## config.mk

```make
export PLATFORM = sky130hd
export DESIGN_NAME = rv32i_instruction_decoder
export DESIGN_NICKNAME = d
export VERILOG_FILES = /design/src/hw/rtl/rvdec_pkg.sv /design/src/hw/rtl/rv32i_instruction_decoder.sv
export SDC_FILE = /design/constraint.sdc
export NUM_CORES = 1
export LEC_CHECK = 0
export CELL_PAD_IN_SITES_DETAIL_PLACEMENT = 1
export CELL_PAD_IN_SITES_GLOBAL_PLACEMENT = 1
export CORE_MARGIN = 1
export CORE_UTILIZATION = 45
export CTS_CLUSTER_DIAMETER = 80
export CTS_CLUSTER_SIZE = 24
export DETAILED_ROUTE_END_ITERATION = 7
export DONT_BUFFER_PORTS = 1
export PLACE_DENSITY = 0.76
export SLEW_MARGIN = 0
export SYNTH_ARGS = -nofsm -noshare
export SYNTH_HDL_FRONTEND = slang
export SYNTH_SLANG_ARGS = --single-unit
```

## constraint.sdc

```tcl
create_clock -name clk_i -period 4.2 [get_ports clk_i]
set_input_delay 1.05 -clock clk_i [delete_from_list [all_inputs] [get_ports clk_i]]
set_output_delay 1.05 -clock clk_i [all_outputs]
set_load 0.1 [all_outputs]
```

## src/hw/rtl/rvdec_pkg.sv

```systemverilog
// Shared types and codes for the RV32I instruction decoder.
`default_nettype none

package rvdec_pkg;

  localparam int unsigned InstrWidth = 32;
  localparam int unsigned RegIdxWidth = 5;

  typedef enum logic [2:0] {
    FMT_R = 3'd0,
    FMT_I = 3'd1,
    FMT_S = 3'd2,
    FMT_B = 3'd3,
    FMT_U = 3'd4,
    FMT_J = 3'd5
  } fmt_e;

  typedef enum logic [5:0] {
    OP_LUI   = 6'd0,  OP_AUIPC = 6'd1,  OP_JAL   = 6'd2,  OP_JALR  = 6'd3,
    OP_BEQ   = 6'd4,  OP_BNE   = 6'd5,  OP_BLT   = 6'd6,  OP_BGE   = 6'd7,
    OP_BLTU  = 6'd8,  OP_BGEU  = 6'd9,  OP_LB    = 6'd10, OP_LH    = 6'd11,
    OP_LW    = 6'd12, OP_LBU   = 6'd13, OP_LHU   = 6'd14, OP_SB    = 6'd15,
    OP_SH    = 6'd16, OP_SW    = 6'd17, OP_ADDI  = 6'd18, OP_SLTI  = 6'd19,
    OP_SLTIU = 6'd20, OP_XORI  = 6'd21, OP_ORI   = 6'd22, OP_ANDI  = 6'd23,
    OP_SLLI  = 6'd24, OP_SRLI  = 6'd25, OP_SRAI  = 6'd26, OP_ADD   = 6'd27,
    OP_SUB   = 6'd28, OP_SLL   = 6'd29, OP_SLT   = 6'd30, OP_SLTU  = 6'd31,
    OP_XOR   = 6'd32, OP_SRL   = 6'd33, OP_SRA   = 6'd34, OP_OR    = 6'd35,
    OP_AND   = 6'd36
  } op_e;

  // Major opcodes, bits 6:0
  localparam logic [6:0] OPC_LUI    = 7'h37;
  localparam logic [6:0] OPC_AUIPC  = 7'h17;
  localparam logic [6:0] OPC_JAL    = 7'h6f;
  localparam logic [6:0] OPC_JALR   = 7'h67;
  localparam logic [6:0] OPC_LOAD   = 7'h03;
  localparam logic [6:0] OPC_OP_IMM = 7'h13;
  localparam logic [6:0] OPC_BRANCH = 7'h63;
  localparam logic [6:0] OPC_STORE  = 7'h23;
  localparam logic [6:0] OPC_OP     = 7'h33;

  // Packed so that the format sits in the lowest bits of the output tdata
  typedef struct packed {
    logic [31:0]            imm_value;
    logic [RegIdxWidth-1:0] dest_index;
    logic [RegIdxWidth-1:0] src2_index;
    logic [RegIdxWidth-1:0] src1_index;
    op_e                    operation;
    fmt_e                   format_class;
  } dec_res_t;

endpackage

`default_nettype wire

```

## src/hw/rtl/rv32i_instruction_decoder.sv

```systemverilog
// RV32I instruction decoder: stream in raw words, stream out decoded fields.
//
// One instruction word per transaction in; one decoded result per transaction out, in order.
// The word is captured in an input register, decoded by shallow logic (opcode and funct3
// selection, immediate assembly) and captured in the result register, which then offers the
// result; a new word is taken every cycle while the output side keeps up.
// Both registers stall in place under back-pressure. Unknown opcodes and unlisted funct3
// values give tuser = 1 with all tdata fields zero.
`default_nettype none

module rv32i_instruction_decoder (
  input  wire logic                                clk_i,
  input  wire logic                                rst_ni,
  input  wire logic                                s_axis_tvalid_i,
  output logic                                     s_axis_tready_o,
  input  wire logic [rvdec_pkg::InstrWidth-1:0]    s_axis_tdata_i,  // [31:0] instr_word
  output logic                                     m_axis_tvalid_o,
  input  wire logic                                m_axis_tready_i,
  // [2:0] format_class, [8:3] operation, [13:9] src1_index, [18:14] src2_index,
  // [23:19] dest_index, [55:24] imm_value
  output logic [55:0]                              m_axis_tdata_o,
  output logic                                     m_axis_tuser_o   // [0] illegal
);
  import rvdec_pkg::*;

  logic                  in_vld_q, in_vld_d;
  logic [InstrWidth-1:0] word_q;
  logic                  out_vld_q, out_vld_d;
  dec_res_t              res_q, res_d;
  logic                  ill_q, ill_d;
  logic                  out_rdy, in_rdy;

  logic [6:0] opcode;
  logic [2:0] f3;
  logic       f7_nz;

  assign out_rdy = !out_vld_q || m_axis_tready_i;
  assign in_rdy  = !in_vld_q || out_rdy;
  assign s_axis_tready_o = in_rdy;

  assign in_vld_d  = in_rdy ? s_axis_tvalid_i : in_vld_q;
  assign out_vld_d = out_rdy ? in_vld_q : out_vld_q;

  assign opcode = word_q[6:0];
  assign f3     = word_q[14:12];
  assign f7_nz  = |word_q[31:25];

  always_comb begin
    dec_res_t r;
    logic     bad;
    r   = '0;
    bad = 1'b0;
    unique case (opcode) inside
      OPC_LUI, OPC_AUIPC: begin
        r.format_class = FMT_U;
        r.operation    = (opcode == OPC_LUI) ? OP_LUI : OP_AUIPC;
        r.dest_index   = word_q[11:7];
        r.imm_value    = {word_q[31:12], 12'b0};
      end
      OPC_JAL: begin
        r.format_class = FMT_J;
        r.operation    = OP_JAL;
        r.dest_index   = word_q[11:7];
        r.imm_value    = {{11{word_q[31]}}, word_q[31], word_q[19:12], word_q[20],
                          word_q[30:21], 1'b0};
      end
      OPC_JALR, OPC_LOAD, OPC_OP_IMM: begin
        r.format_class = FMT_I;
        r.src1_index   = word_q[19:15];
        r.dest_index   = word_q[11:7];
        r.imm_value    = {{20{word_q[31]}}, word_q[31:20]};
        if (opcode == OPC_JALR) begin
          r.operation = OP_JALR;
        end else if (opcode == OPC_LOAD) begin
          unique case (f3)
            3'd0: r.operation = OP_LB;
            3'd1: r.operation = OP_LH;
            3'd2: r.operation = OP_LW;
            3'd4: r.operation = OP_LBU;
            3'd5: r.operation = OP_LHU;
            default: bad = 1'b1;
          endcase
        end else begin
          unique case (f3)
            3'd0: r.operation = OP_ADDI;
            3'd1: r.operation = OP_SLLI;
            3'd2: r.operation = OP_SLTI;
            3'd3: r.operation = OP_SLTIU;
            3'd4: r.operation = OP_XORI;
            3'd5: r.operation = f7_nz ? OP_SRAI : OP_SRLI;
            3'd6: r.operation = OP_ORI;
            default: r.operation = OP_ANDI;
          endcase
        end
      end
      OPC_BRANCH: begin
        r.format_class = FMT_B;
        r.src1_index   = word_q[19:15];
        r.src2_index   = word_q[24:20];
        r.imm_value    = {{19{word_q[31]}}, word_q[31], word_q[7], word_q[30:25],
                          word_q[11:8], 1'b0};
        unique case (f3)
          3'd0: r.operation = OP_BEQ;
          3'd1: r.operation = OP_BNE;
          3'd4: r.operation = OP_BLT;
          3'd5: r.operation = OP_BGE;
          3'd6: r.operation = OP_BLTU;
          3'd7: r.operation = OP_BGEU;
          default: bad = 1'b1;
        endcase
      end
      OPC_STORE: begin
        r.format_class = FMT_S;
        r.src1_index   = word_q[19:15];
        r.src2_index   = word_q[24:20];
        r.imm_value    = {{20{word_q[31]}}, word_q[31:25], word_q[11:7]};
        unique case (f3)
          3'd0: r.operation = OP_SB;
          3'd1: r.operation = OP_SH;
          3'd2: r.operation = OP_SW;
          default: bad = 1'b1;
        endcase
      end
      OPC_OP: begin
        r.format_class = FMT_R;
        r.src1_index   = word_q[19:15];
        r.src2_index   = word_q[24:20];
        r.dest_index   = word_q[11:7];
        unique case (f3)
          3'd0: r.operation = f7_nz ? OP_SUB : OP_ADD;
          3'd1: r.operation = OP_SLL;
          3'd2: r.operation = OP_SLT;
          3'd3: r.operation = OP_SLTU;
          3'd4: r.operation = OP_XOR;
          3'd5: r.operation = f7_nz ? OP_SRA : OP_SRL;
          3'd6: r.operation = OP_OR;
          default: r.operation = OP_AND;
        endcase
      end
      default: bad = 1'b1;
    endcase
    // illegal words report every field as zero
    res_d = bad ? dec_res_t'('0) : r;
    ill_d = bad;
  end

  always_ff @(posedge clk_i or negedge rst_ni) begin
    if (!rst_ni) begin
      in_vld_q  <= 1'b0;
      out_vld_q <= 1'b0;
    end else begin
      in_vld_q  <= in_vld_d;
      out_vld_q <= out_vld_d;
    end
  end

  always_ff @(posedge clk_i) begin
    if (in_rdy) begin
      word_q <= s_axis_tdata_i;
    end
    if (out_rdy) begin
      res_q <= res_d;
      ill_q <= ill_d;
    end
  end

  assign m_axis_tvalid_o = out_vld_q;
  assign m_axis_tdata_o  = res_q;
  assign m_axis_tuser_o  = ill_q;

  // An accepted word always lands in the input register
  a_accept_lands: assert property (@(posedge clk_i) disable iff (!rst_ni)
    (s_axis_tvalid_i && s_axis_tready_o) |=> in_vld_q)
    else $error("accepted transaction not captured");

  // A decoded word in the input register moves on or is held, never dropped
  a_no_drop: assert property (@(posedge clk_i) disable iff (!rst_ni)
    (in_vld_q && !out_rdy) |=> (in_vld_q && $stable(word_q)))
    else $error("stalled instruction word lost");

  a_illegal_zero: assert property (@(posedge clk_i) disable iff (!rst_ni)
    (m_axis_tvalid_o && m_axis_tuser_o) |-> (m_axis_tdata_o == '0))
    else $error("illegal result with nonzero fields");

  a_op_range: assert property (@(posedge clk_i) disable iff (!rst_ni)
    (m_axis_tvalid_o && !m_axis_tuser_o) |->
      (res_q.operation <= OP_AND && res_q.format_class <= FMT_J))
    else $error("operation or format out of range");

  a_r_imm_zero: assert property (@(posedge clk_i) disable iff (!rst_ni)
    (m_axis_tvalid_o && !m_axis_tuser_o && res_q.format_class == FMT_R) |->
      (res_q.imm_value == '0))
    else $error("R-format result carries an immediate");

endmodule

`default_nettype wire

```

# ---- Word-level counts from Yosys, hierarchy flattened
# Cells that the tools add are included.
dict set report word_totals {
  register_bits 91
  latch_bits 0
  ramBits 0
  romBits 0
  out_inout_bits 59
  elab_cells 66
  mem_count 0
}
dict set report op_classes {
  n_addsub 0
  n_mul 0
  n_div 0
  order_cmp 0
  eq_ne 16
  shifts 0
  n_mux 19
  n_bitwise 3
  reduce_logical 18
}
# op n
set op_table {}
lappend op_table {{$pmux W32 S5} 1}
lappend op_table {{$pmux W9 S6} 1}
lappend op_table {{$pmux W6 S7} 1}
lappend op_table {{$pmux W4 S7} 1}
lappend op_table {{$pmux W4 S6} 1}
lappend op_table {{$eq A7 B6 Y1 const B} 3}
lappend op_table {{$eq A7 B7 Y1 const B} 3}
lappend op_table {{$pmux W4 S5} 1}
lappend op_table {{$pmux W5 S3} 1}
lappend op_table {{$eq A7 B5 Y1 const B} 2}
lappend op_table {{$reduce_or A7 Y1} 2}
lappend op_table {{$eq A3 B3 Y1 const B} 4}
lappend op_table {{$mux W6} 2}
lappend op_table {{$reduce_or A6 Y1} 2}
lappend op_table {{$reduce_or A3 Y1} 3}
lappend op_table {{$reduce_or A2 Y1} 4}
lappend op_table {{$eq A7 B2 Y1 const B} 1}
lappend op_table {{$eq A3 B2 Y1 const B} 2}
lappend op_table {{$mux W1} 6}
lappend op_table {{$reduce_or A5 Y1} 1}
lappend op_table {{$mux W2} 2}
lappend op_table {{$pmux W1 S4} 1}
lappend op_table {{$reduce_or A4 Y1} 1}
lappend op_table {{$eq A3 B1 Y1 const B} 1}
lappend op_table {{5 further kinds} 9}

# ---- Logic depth before layout (Yosys ltp)
# Gate-level depths: netlist of run 1.
dict set report logic_depth {
  word_depth 7
  ltp_mapped 8
}

# ---- Worst setup path after synthesis of run 1
# OpenSTA, ideal clock, no wires.
dict set report synth_path {
  kind {reg-to-output}
  from {reg out_vld_q (netlist: m_axis_tvalid_o)}
  to {out s_axis_tready_o}
  arrival_time_ps 2625
  path_slack_ps 525
  stages_incl_launch_ff 2
  n_path_buf 0
  path_cell_list {dfrtp_1 > nand3b_1}
}
dict set report synth_between {
  elab_chain_len 3
}
# element line_no
set synth_rtl {}
lappend synth_rtl {{from (decl)} rv32i_instruction_decoder.sv:28} ;# logic out_vld_q, out_vld_d;
lappend synth_rtl {{from (signal assigned)} rv32i_instruction_decoder.sv:153} ;# out_vld_q <= out_vld_d;
lappend synth_rtl {{$logic_not A1 Y1} rv32i_instruction_decoder.sv:37} ;# assign out_rdy = !out_vld_q || m_axis_tready_i;
lappend synth_rtl {{$logic_or A1 B1 Y1} rv32i_instruction_decoder.sv:37}
lappend synth_rtl {{$logic_or A1 B1 Y1} rv32i_instruction_decoder.sv:38} ;# assign in_rdy = !in_vld_q || out_rdy;
lappend synth_rtl {{to (decl)} rv32i_instruction_decoder.sv:15} ;# output logic s_axis_tready_o,
# No other way between the ends.

# ---- Worst setup path in the final report of run 1
# Same ends and word-level chain as after synthesis.

==> results by group, run 1 <==
STA
  – Min cycle time layout: around 3 ns
  – RSZ-0062 raised after global routing: false
  – Fin Clk Skew: between 0.008 and 0.009 ns
  – Worst-Margin Slew: 1.16 ns
  – Max Fclk: 332 MHz
  – Final hold violation count: 0
  – Final Setup Violations: 0
  – TNS Setup: 0 ns
  – Slew HR: 0.223
  – Final cycle utilization of the critical path: 0.718
  – Slew Limit Fails: 0

Worst setup path
  – Crit Path Max Fanout: 34
  – Startpoint types: register
  – Critical R2R Capture: m_axis_tdata_o[0]
  – CP Data Required Time: 3.15 ns
  – FF-to-FF Start: word_q[6]
  – WS Path Type: reg -> out
  – Worst reg-to-reg setup slack: roughly 1.3 ns
  – Worst EP arrival: just under 2 ns
  – Critical Path Sink Type: output pin
  – Worst reg-to-reg path cell count: 6

Floorplanning
  – Die X: a little under 100 um
  – Effective utilization at floorplan: 0.463
  – Boundary pin count: 95
  – Die Ht: 96.4 um
  – Die footprint: between 0.009 and 0.01 sq mm
  – Row count: 34
  – Core Footprint: 0.00868 sq mm

Synthesis
  – Post-synthesis mux area share: 0
  – Leading area contributor after synthesis: edfxtp_1
  – Post-Synth Adder-Cell Area: 0.00249
  – Largest family of logic cells by synthesized area: simple AND/OR/NAND/NOR gates
  – Top cell type's share of synthesized area: 0.666
  – Avg Inst Size Synth: 13.1 sq um
  – Ranking of synthesized cells by area: edfxtp_1 67%, nor2_1 2.4%, a211oi_1 2.2%
  – Syn nets: approximately 340
  – Post-Synthesis Cells: roughly 300
  – Compound-gate portion of the synthesized area: 0.136
  – Synth Area in Simple Gates: 0.152
  – Synth Flop Type: edfxtp_1
  – #FFs+latches synth: 91
  – Cell Area, Synth: about 0.004 sq mm
  – Synth unique cells: 55
  – Ys async rst share: 0.0220
  – Sequential share of the synthesized area: 0.678
  – Yosys warns: 0
  – Synth Area in XOR/XNOR: 0.00218
  – Post-synth EDFFs: a little under 90

Clock network
  – CTS tree: done
  – H-tree levels: 3
  – # resized after CTS: 0
  – Post-CTS Setup Bufs: 0
  – Clk_lat worst skew: about 0.36 ns
  – Hold_buf cts: 0
  – CTS clock-pin slew for the worst setup and hold paths: 0.09 ns
  – Clock Sinks: roughly 90
  – Max Root-Sink Buffers: 2
  – Inserted Clock Buffers: 9
  – Root Driver: clkbuf_8

GRT
  – Initial antenna violation count: 0
  – Vias in the first global route: between 2k and 2.5k
  – GRT Overall Usage: 0.203
  – Maximum number of pins on one net before global-route repair: 37
  – First-pass GRT wire length: between 10 and 15 mm
  – GR Overflow Total: 0

Final layout
  – Area added between synthesis and finish: 7.11%
  – Area of the multi-input gates: about 0.0012 sq mm
  – Register area: roughly 0.0027 sq mm
  – FILL cells: about 910
  – Fin nets: 339
  – # diodes: 0
  – Non-Filler Instances: about 420
  – Fraction of layout cells with a size suffix above 1: 0.114

Hold path
  – Worst hold path class: in -> async

Placement
  – PortBufs: 0
  – Placed cell count: around 400
  – Final GP Congestion: 0.812
  – Post-DP HPWL: about 6.3 mm

Run
  – Number of max-cap violations: 0

Routing
  – DRC Markers: 0
  – DRT Pass-1 Iters: 4
  – Vias per cell: 6.06
  – 1st-iter DRT viols: about 220
  – Drt wl/cell: between 20 and 25 um
  – Vias: approximately 2.5k
  – Antenna Violating Nets Remaining: 0
  – Final WL: 9.15 mm

Outcome
  – Outcome: complete, no violations

Power
  – Psw: between 0.0007 and 0.0008 W
  – Clock power frac: 0.285
  – Sw Ratio: 0.346
  – Gate power share: 0.057
  – Pwr dens: 496 mW/mm^2
  – Peak supply drop: roughly 0.22 mV
  – Sequential share of power: 0.659
  – P_int: around 0.0014 W
  – P_leak: between 1 and 1.5 nW
## layer usage
| metal | routed length, um | part of all wire | GRT usage |
|---|---|---|---|
| met5 | 0 | 0 | 0 |
| met4 | 97 | 0.011 | 0.0576 |
| met3 | 368 | 0.040 | 0.0438 |
| met2 | 4700 | 0.51 | 0.328 |
| met1 | 3990 | 0.44 | 0.276 |
## power by group through the flow
stage,clock (W),sequential (W),combinational [W]
global placement,0,0.00142,0.000116
CTS,0.000623,0.00140,0.000122
finish,0.000607,0.00140,0.000121
detailed placement,0,0.00142,0.000121
global route,0.000659,0.00142,0.000133
floorplan,0,0.00138,0.000117
## worst max-delay path, cell delays in order (launching register included)
cell,delay [ns]
dfrtp_1,0.76
nand3b_1,0.24
buf_4,0.60
## placed cells by master, fill, tap and decap left out, drive strengths merged, types with 3 or more instances in the layout
cell type and n:
edfxtp 89, nor2 26, nand2 21, a21oi 15, o21ai 13, a211oi 12, clkbuf 11, nand2b 10
nor3b 8, and3 8, inv 8, and2 7, nor3 7, o211ai 6, nand3 5, buf 5
or2 5, a22oi 4, nand3b 3, o32ai 3, nand4b 3, o22ai 3, a2111oi 3
## cells in the mapped netlist, types with 6 or more instances
master	instances
a211oi_1	12
a21oi_1	13
and2_1	7
and3_1	8
buf_2	8
clkbuf_1	10
edfxtp_1	89
nand2_1	21
nand2b_1	10
nor2_1	26
nor3_1	6
nor3b_1	8
o21ai_0	13
## cells by family after synthesis
logic type               count (synthesis)
AO/OA/AOI/OAI                           76
XOR/XNOR                                 1
adder cells (fa/ha/maj)                  1
buffers and inverters                   26
flip-flops                              91
AND/OR/NAND/NOR                        112
## how the worst max path moves through the flow
stage	from	end	slack, ns	cells past startpoint
floorplan	m_axis_tvalid_o	s_axis_tready_o	0.52	1
global placement	m_axis_tready_i	s_axis_tready_o	1.41	2
detailed placement	word_q[4]	m_axis_tdata_o[51]	1.31	5
CTS	m_axis_tvalid_o	s_axis_tready_o	1.16	2
global route	m_axis_tvalid_o	s_axis_tready_o	1.10	2
finish	m_axis_tvalid_o	s_axis_tready_o	1.19	2
## cell type report
class / count / share of cell area
well taps: 108 / 0.0314
clock buffers: 10 / 0.0297
multi-input cells: 190 / 0.274
inverters: 5 / 0.00437
flip-flops and latches: 91 / 0.633
repair buffers: 6 / 0.0105
clock inverters: 6 / 0.0166
## through the flow
step,power [W],hold WS [ns],setup WS (ns),utilization,instance area (sq um)
after floorplan,0.00150,0.435,0.525,-,4010
after global placement,0.00154,0.452,1.41,0.472,4090
after detailed placement,0.00155,0.455,1.31,0.472,4090
after CTS,0.00215,0.358,1.16,0.495,4290
after global routing,0.00221,0.352,1.10,0.495,4300
final,0.00213,0.373,1.19,0.495,4300
## sequential cells by signal, summed over array words and instances (netlist names)
name,flops
in_vld_q,1
m_axis_tdata_o,56
m_axis_tuser_o,1
m_axis_tvalid_o,1
word_q,32
Power figures use the tool's default switching activity.
==> run 2: changes to the inputs <==
==> constraint.sdc (replaced) <==
create_clock -name clk_i -period 2.8 [get_ports clk_i]
set_input_delay 0.7 -clock clk_i [delete_from_list [all_inputs] [get_ports clk_i]]
set_output_delay 0.7 -clock clk_i [all_outputs]
set_load 0.1 [all_outputs]
==> run 2 against run 1 <==
Compared with the run above:
- core utilization rose by 1.8 points
- worst hold slack got worse by 0.34 ns
- setup slack got worse by 0.79 ns
- routed wire length down 0.95%
- first-iteration DRC count up 5.0%
- total power is 52% higher
- design area up 3.7%
- sequential cell count stayed put
==> results by group, run 2 (synthesized netlist as in run 1, its figures left out) <==
Outcome
  – Outcome: complete, no violations

STA
  – Slew HR: 0.260 (+0.0368)
  – Final cycle utilization of the critical path: 0.857
  – Final hold violation count: 0 (unchanged)
  – Max Fclk: ~420 MHz
  – Fin worst setup slack: 0.401 ns (-0.785 ns)
  – Min cycle time layout: ~2.4 ns
  – Slew Limit Fails: 0 (unchanged)
  – Final Setup Violations: 0 (unchanged)
  – Worst-Margin Slew: 1.11 ns (-0.0550 ns)
  – RSZ-0062 raised after global routing: false
  – Fin Clk Skew: 0.0135 ns (+0.00496 ns)

Routing
  – Vias per cell: 5.96 (-1.7%)
  – Final WL: 9.07 mm (-0.95%)
  – Vias: 2587 (+2.6%)
  – 1st-iter DRT viols: 229 (+5.0%)
  – DRT Pass-1 Iters: 4 (unchanged)
  – Antenna Violating Nets Remaining: 0 (unchanged)
  – DRC Markers: 0 (unchanged)
  – Drt wl/cell: 20.9 um (-5.1%)

Final layout
  – Fin area: 0.00446 sq mm (+3.7%)
  – Fraction of layout cells with a size suffix above 1: 0.166 (+0.0520)
  – Most frequent cells in the layout: 89 x edfxtp_1, 26 x nor2_1, 23 x buf_4
  – Commonest non-fill, non-tap cell in the layout: edfxtp_1
  – Area added between synthesis and finish: 11.1%
  – Area of the multi-input gates: 0.00118 sq mm (unchanged)
  – Fin nets: 357 (+5.3%)
  – # diodes: 0 (unchanged)
  – FILL cells: 896 (-1.4%)
  – Post-layout util: 0.514 (+0.0185)
  – Register area: 0.00273 sq mm (+0.14%)
  – Max reg flops: 56 (unchanged)

Placement
  – Post-place setup slack: 0.498 ns (-0.811 ns)
  – PortBufs: 0 (unchanged)
  – Area post-placement: 0.00425 sq mm (+3.9%)
  – Final GP Congestion: 0.835 (+2.7%)
  – Post-DP HPWL: 6.30 mm (-0.15%)

GRT
  – Maximum number of pins on one net before global-route repair: 59 (+59%)
  – Vias in the first global route: 2537 (+4.6%)
  – Initial antenna violation count: 0 (unchanged)
  – GRT Overall Usage: 0.197 (-0.00661)
  – GR Overflow Total: 0 (unchanged)
  – First-pass GRT wire length: 13.6 mm (-0.70%)

Clock network
  – Clk_lat worst skew: 0.36 ns (about the same)
  – CTS clock-pin slew for the worst setup and hold paths: 0.10 ns (about the same)
  – CTS tree: done
  – Root Driver: clkbuf_8
  – Max Root-Sink Buffers: 2 (unchanged)
  – Inserted Clock Buffers: 9 (unchanged)
  – Clock Sinks: 91 (unchanged)
  – H-tree levels: 3 (unchanged)
  – Post-CTS Setup Bufs: 0 (unchanged)
  – # resized after CTS: 0 (unchanged)
  – Hold_buf cts: 0 (unchanged)

Floorplanning
  – Core Footprint: 0.00868 sq mm (unchanged)
  – Die X: 96.4 um (unchanged)
  – Die Ht: 96.4 um (unchanged)
  – Die footprint: 0.00930 sq mm (unchanged)
  – Row count: 34 (unchanged)
  – Boundary pin count: 95 (unchanged)
  – Effective utilization at floorplan: 0.463 (unchanged)

Worst setup path
  – Critical Path Sink Type: register
  – Worst EP arrival: 2.49 ns (+0.53 ns)
  – Startpoint types: register
  – WS Path Type: reg -> reg
  – CP Data Required Time: 2.89 ns (-0.26 ns)
  – Crit Path Max Fanout: 15 (-56%)

Hold path
  – Worst hold path class: in -> async

Power
  – P_leak: 1.52 nW (+6.7%)
  – Final Power: 0.00323 W (+52%)
  – Pwr dens: 725 mW/mm^2 (+46%)
  – Peak supply drop: 0.402 mV (+83%)

Run
  – Number of max-cap violations: 0 (unchanged)
## run 2: cell types whose count changed in the layout (fill, tap and decap cells not counted), sizes merged
cell / delta
buf: +19
clkbuf: -2
clkinv: +1
## run 2: routing by layer
metal,wire length (um),up-vias,share of wire,GRT usage
met5,0,-,0,0
li1,-,1204,-,-
met1,4060,1279,0.45,0.269
met4,78,0,0.0086,0.0429
met3,463,7,0.051,0.0446
met2,4460,97,0.49,0.320
## run 2: report_power, final
group / internal, W / switching (W)
Sequential: 0.00161 / 0.000415
Combinational: 0.0000844 / 0.000209
Clock: 0.000427 / 0.000491
Total: 0.00212 / 0.00112
## run 2: final cells by class
| type | instances | share of cell area |
|---|---|---|
| Clock buffer | 9 | 0.0278 |
| Clock inverter | 7 | 0.0188 |
| Inverter | 5 | 0.00421 |
| Multi-Input combinational cell | 190 | 0.264 |
| Sequential cell | 91 | 0.611 |
| Tap cell | 108 | 0.0303 |
| Timing Repair Buffer | 24 | 0.0432 |
## run 2: through the flow
stage	hold slack [ns]	instances	setup TNS [ns]
final	0.0290	434	0
after CTS	0.0120	434	0
after floorplan	0.404	307	-8.01
after detailed placement	0.404	418	0
after global placement	0.404	418	0
after global routing	0.00272	434	0
## run 2: final timing paths
kind / start / end / slack (ns) / cells after the start
hold / removal: rst_ni / m_axis_tvalid_o / 0.03 / 0
max in group asynchronous: rst_ni / m_axis_tvalid_o / 2.70 / 0
hold reg to reg: in_vld_q / m_axis_tvalid_o / 0.48 / 1
setup reg to reg: word_q[2] / m_axis_tdata_o[33] / 0.40 / 4
min in group clk_i: s_axis_tdata_i[26] / word_q[26] / 0.43 / 0
setup / recovery: word_q[2] / m_axis_tdata_o[33] / 0.40 / 4
## run 2: worst max-delay path: stages (launching register included)
cell and delay [ns]:
edfxtp_1 0.64, nor3_1 0.41, a21oi_1 0.29, a21oi_2 0.65, nor2_1 0.15
==> run 3: changes to the inputs <==
--- a/config.mk
+++ b/config.mk
@@ -14,6 +14,7 @@
 export DETAILED_ROUTE_END_ITERATION = 7
 export DONT_BUFFER_PORTS = 1
 export PLACE_DENSITY = 0.76
+export RECOVER_POWER = 25
 export SLEW_MARGIN = 0
 export SYNTH_ARGS = -nofsm -noshare
 export SYNTH_HDL_FRONTEND = slang
==> run 3 against run 2 <==
Compared with the run above:
- sequential share of layout area increased by 0.17 points
- clock skew about the same
- first-iteration DRC count decreased by 1.3%
- cell count unchanged
- global-route usage unchanged
- worst hold slack got worse by 0.00075 ns
- core utilization decreased by 0.22 points
- register-to-register slack got worse by 0.06 ns
- total power about the same
==> results by group, run 3 (synthesized netlist as in run 1, its figures left out) <==
Outcome
  – Outcome: complete, no violations

GRT
  – Initial antenna violation count: 0 (unchanged)
  – Vias in the first global route: 2537 (unchanged)
  – GR Overflow Total: 0 (unchanged)
  – Maximum number of pins on one net before global-route repair: 59 (unchanged)
  – GRT Overall Usage: 0.197 (unchanged)
  – First-pass GRT wire length: 13.6 mm (unchanged)

Worst setup path
  – Worst EP arrival: 1.85 ns (-0.64 ns)
  – Critical Path Sink Type: output pin
  – CP endpoint: s_axis_tready_o
  – Critical Path Start: m_axis_tvalid_o
  – CP Data Required Time: 2.10 ns (-0.79 ns)
  – FF-to-FF Start: m_axis_tvalid_o
  – Startpoint types: register
  – WS Path Type: reg -> out
  – Worst reg-to-reg path cell count: 2 (-2)
  – Crit Path Max Fanout: 17 (+2)
  – Worst reg-to-reg setup slack: 0.34 ns (-0.06 ns)
  – Critical R2R Capture: m_axis_tdata_o[43]

STA
  – Max Fclk: 392 MHz (-6.0%)
  – Final cycle utilization of the critical path: 0.911 (+0.0543)
  – Slew HR: 0.0491 (-0.211)
  – Final hold slack: 0.0283 ns (-0.000746 ns)
  – Fin Clk Skew: 0.0132 ns (-0.000339 ns)
  – Final Setup Violations: 0 (unchanged)
  – Min cycle time layout: 2.55 ns (+0.152 ns)
  – Slew Limit Fails: 0 (unchanged)
  – RSZ-0062 raised after global routing: false
  – Final hold violation count: 0 (unchanged)
  – Worst-Margin Slew: 1.43 ns (+0.318 ns)

Routing
  – Drt wl/cell: 20.8 um (-0.50%)
  – Vias per cell: 5.97 (+0.12%)
  – Final WL: 9.02 mm (-0.50%)
  – 1st-iter DRT viols: 226 (-1.3%)
  – Antenna Violating Nets Remaining: 0 (unchanged)
  – DRT Pass-1 Iters: 4 (unchanged)
  – Vias: 2590 (+0.12%)
  – DRC Markers: 0 (unchanged)

Clock network
  – H-tree levels: 3 (unchanged)
  – Hold_buf cts: 0 (unchanged)
  – Root Driver: clkbuf_8
  – Max Root-Sink Buffers: 2 (unchanged)
  – Clock Sinks: 91 (unchanged)
  – Inserted Clock Buffers: 9 (unchanged)
  – Clk_lat worst skew: 0.36 ns (about the same)
  – Post-CTS Setup Bufs: 0 (unchanged)
  – CTS tree: done
  – CTS clock-pin slew for the worst setup and hold paths: 0.09 ns (about the same)
  – # resized after CTS: 0 (unchanged)

Floorplanning
  – Effective utilization at floorplan: 0.463 (unchanged)
  – Die X: 96.4 um (unchanged)
  – Boundary pin count: 95 (unchanged)
  – Die Ht: 96.4 um (unchanged)
  – Die footprint: 0.00930 sq mm (unchanged)
  – Row count: 34 (unchanged)
  – Core Footprint: 0.00868 sq mm (unchanged)

Final layout
  – Area added between synthesis and finish: 10.6%
  – Most frequent cells in the layout: 89 x edfxtp_1, 26 x nor2_1, 23 x buf_4
  – Post-layout util: 0.512 (-0.00216)
  – Max reg flops: 56 (unchanged)
  – Commonest non-fill, non-tap cell in the layout: edfxtp_1
  – Fraction of layout cells with a size suffix above 1: 0.163 (-0.00307)
  – # diodes: 0 (unchanged)
  – Non-Filler Instances: 434 (unchanged)
  – FILL cells: 897 (+0.11%)
  – Fin nets: 357 (unchanged)

Power
  – Peak supply drop: 0.402 mV (about the same)
  – Sequential share of power: 0.626 (about the same)
  – Psw: 0.00112 W (about the same)
  – Gate power share: 0.089 (-0.002)
  – P_leak: 1.52 nW (-0.35%)
  – Clock power frac: 0.285 (about the same)
  – Pwr dens: 728 mW/mm^2 (+0.38%)
  – Sw Ratio: 0.345 (+0.000419)
  – P_int: 0.00212 W (-0.10%)

Placement
  – PortBufs: 0 (unchanged)
  – Post-DP HPWL: 6.30 mm (unchanged)
  – Placed cell count: 418 (unchanged)
  – Final GP Congestion: 0.835 (unchanged)

Hold path
  – Worst hold path class: in -> async

Run
  – Number of max-cap violations: 0 (unchanged)
run 3: cell types whose count changed in the layout (fill, tap and decap cells not counted):
cell / before / now
dfrtp_1: 1 / 2
clkbuf_2: 0 / 1
buf_12: 1 / 0
dfrtp_4: 1 / 0
run 3: how the worst min path moves through the flow:
stage,to,start,slack (ns)
final,m_axis_tvalid_o,rst_ni,0.03
after CTS,m_axis_tvalid_o,rst_ni,0.01
after floorplan,in_vld_q,rst_ni,0.40
after detailed placement,in_vld_q,rst_ni,0.40
after global placement,in_vld_q,rst_ni,0.40
after global routing,m_axis_tvalid_o,rst_ni,0.003
run 3: power groups by stage:
| stage | logic, W | clock network (W) | registers, W |
|---|---|---|---|
| 6_report | 0.000289 | 0.000920 | 0.00202 |
| 2_1_floorplan | 0.000175 | 0 | 0.00208 |
| 3_3_place_gp | 0.000288 | 0 | 0.00205 |
| 3_5_place_dp | 0.000294 | 0 | 0.00205 |
| 5_1_grt | 0.000311 | 0.000993 | 0.00204 |
| 4_1_cts | 0.000295 | 0.000945 | 0.00202 |
run 3: layout make-up:
class,instances,area (sq um),area share
Clock buffer,9,124,0.0279
Sequential cell,91,2720,0.613
Multi-Input combinational cell,190,1180,0.265
Clock inverter,7,83.8,0.0189
Timing Repair Buffer,24,178,0.0400
Tap cell,108,135,0.0304
Inverter,5,18.8,0.00423
run 3: layer usage:
| metal | global-route usage | vias up | part of all wire |
|---|---|---|---|
| met4 | 0.0429 | 0 | 0.0086 |
| met2 | 0.320 | 91 | 0.50 |
| li1 | - | 1205 | - |
| met5 | 0 | - | 0 |
| met3 | 0.0446 | 7 | 0.058 |
| met1 | 0.269 | 1287 | 0.44 |
run 3: critical path: stages (launching register included):
cell	delay, ns
dfrtp_1	0.76
nand3b_1	0.25
buf_4	0.48
run 3: stage by stage:
stage	setup slack, ns	instance area, sq um	power, W	setup TNS (ns)
2_1_floorplan	-0.247	4020	0.00225	-8.01
3_3_place_gp	0.565	4250	0.00233	0
3_5_place_dp	0.498	4250	0.00235	0
4_1_cts	0.462	4460	0.00326	0
5_1_grt	0.170	4440	0.00334	0
6_report	0.249	4440	0.00323	0
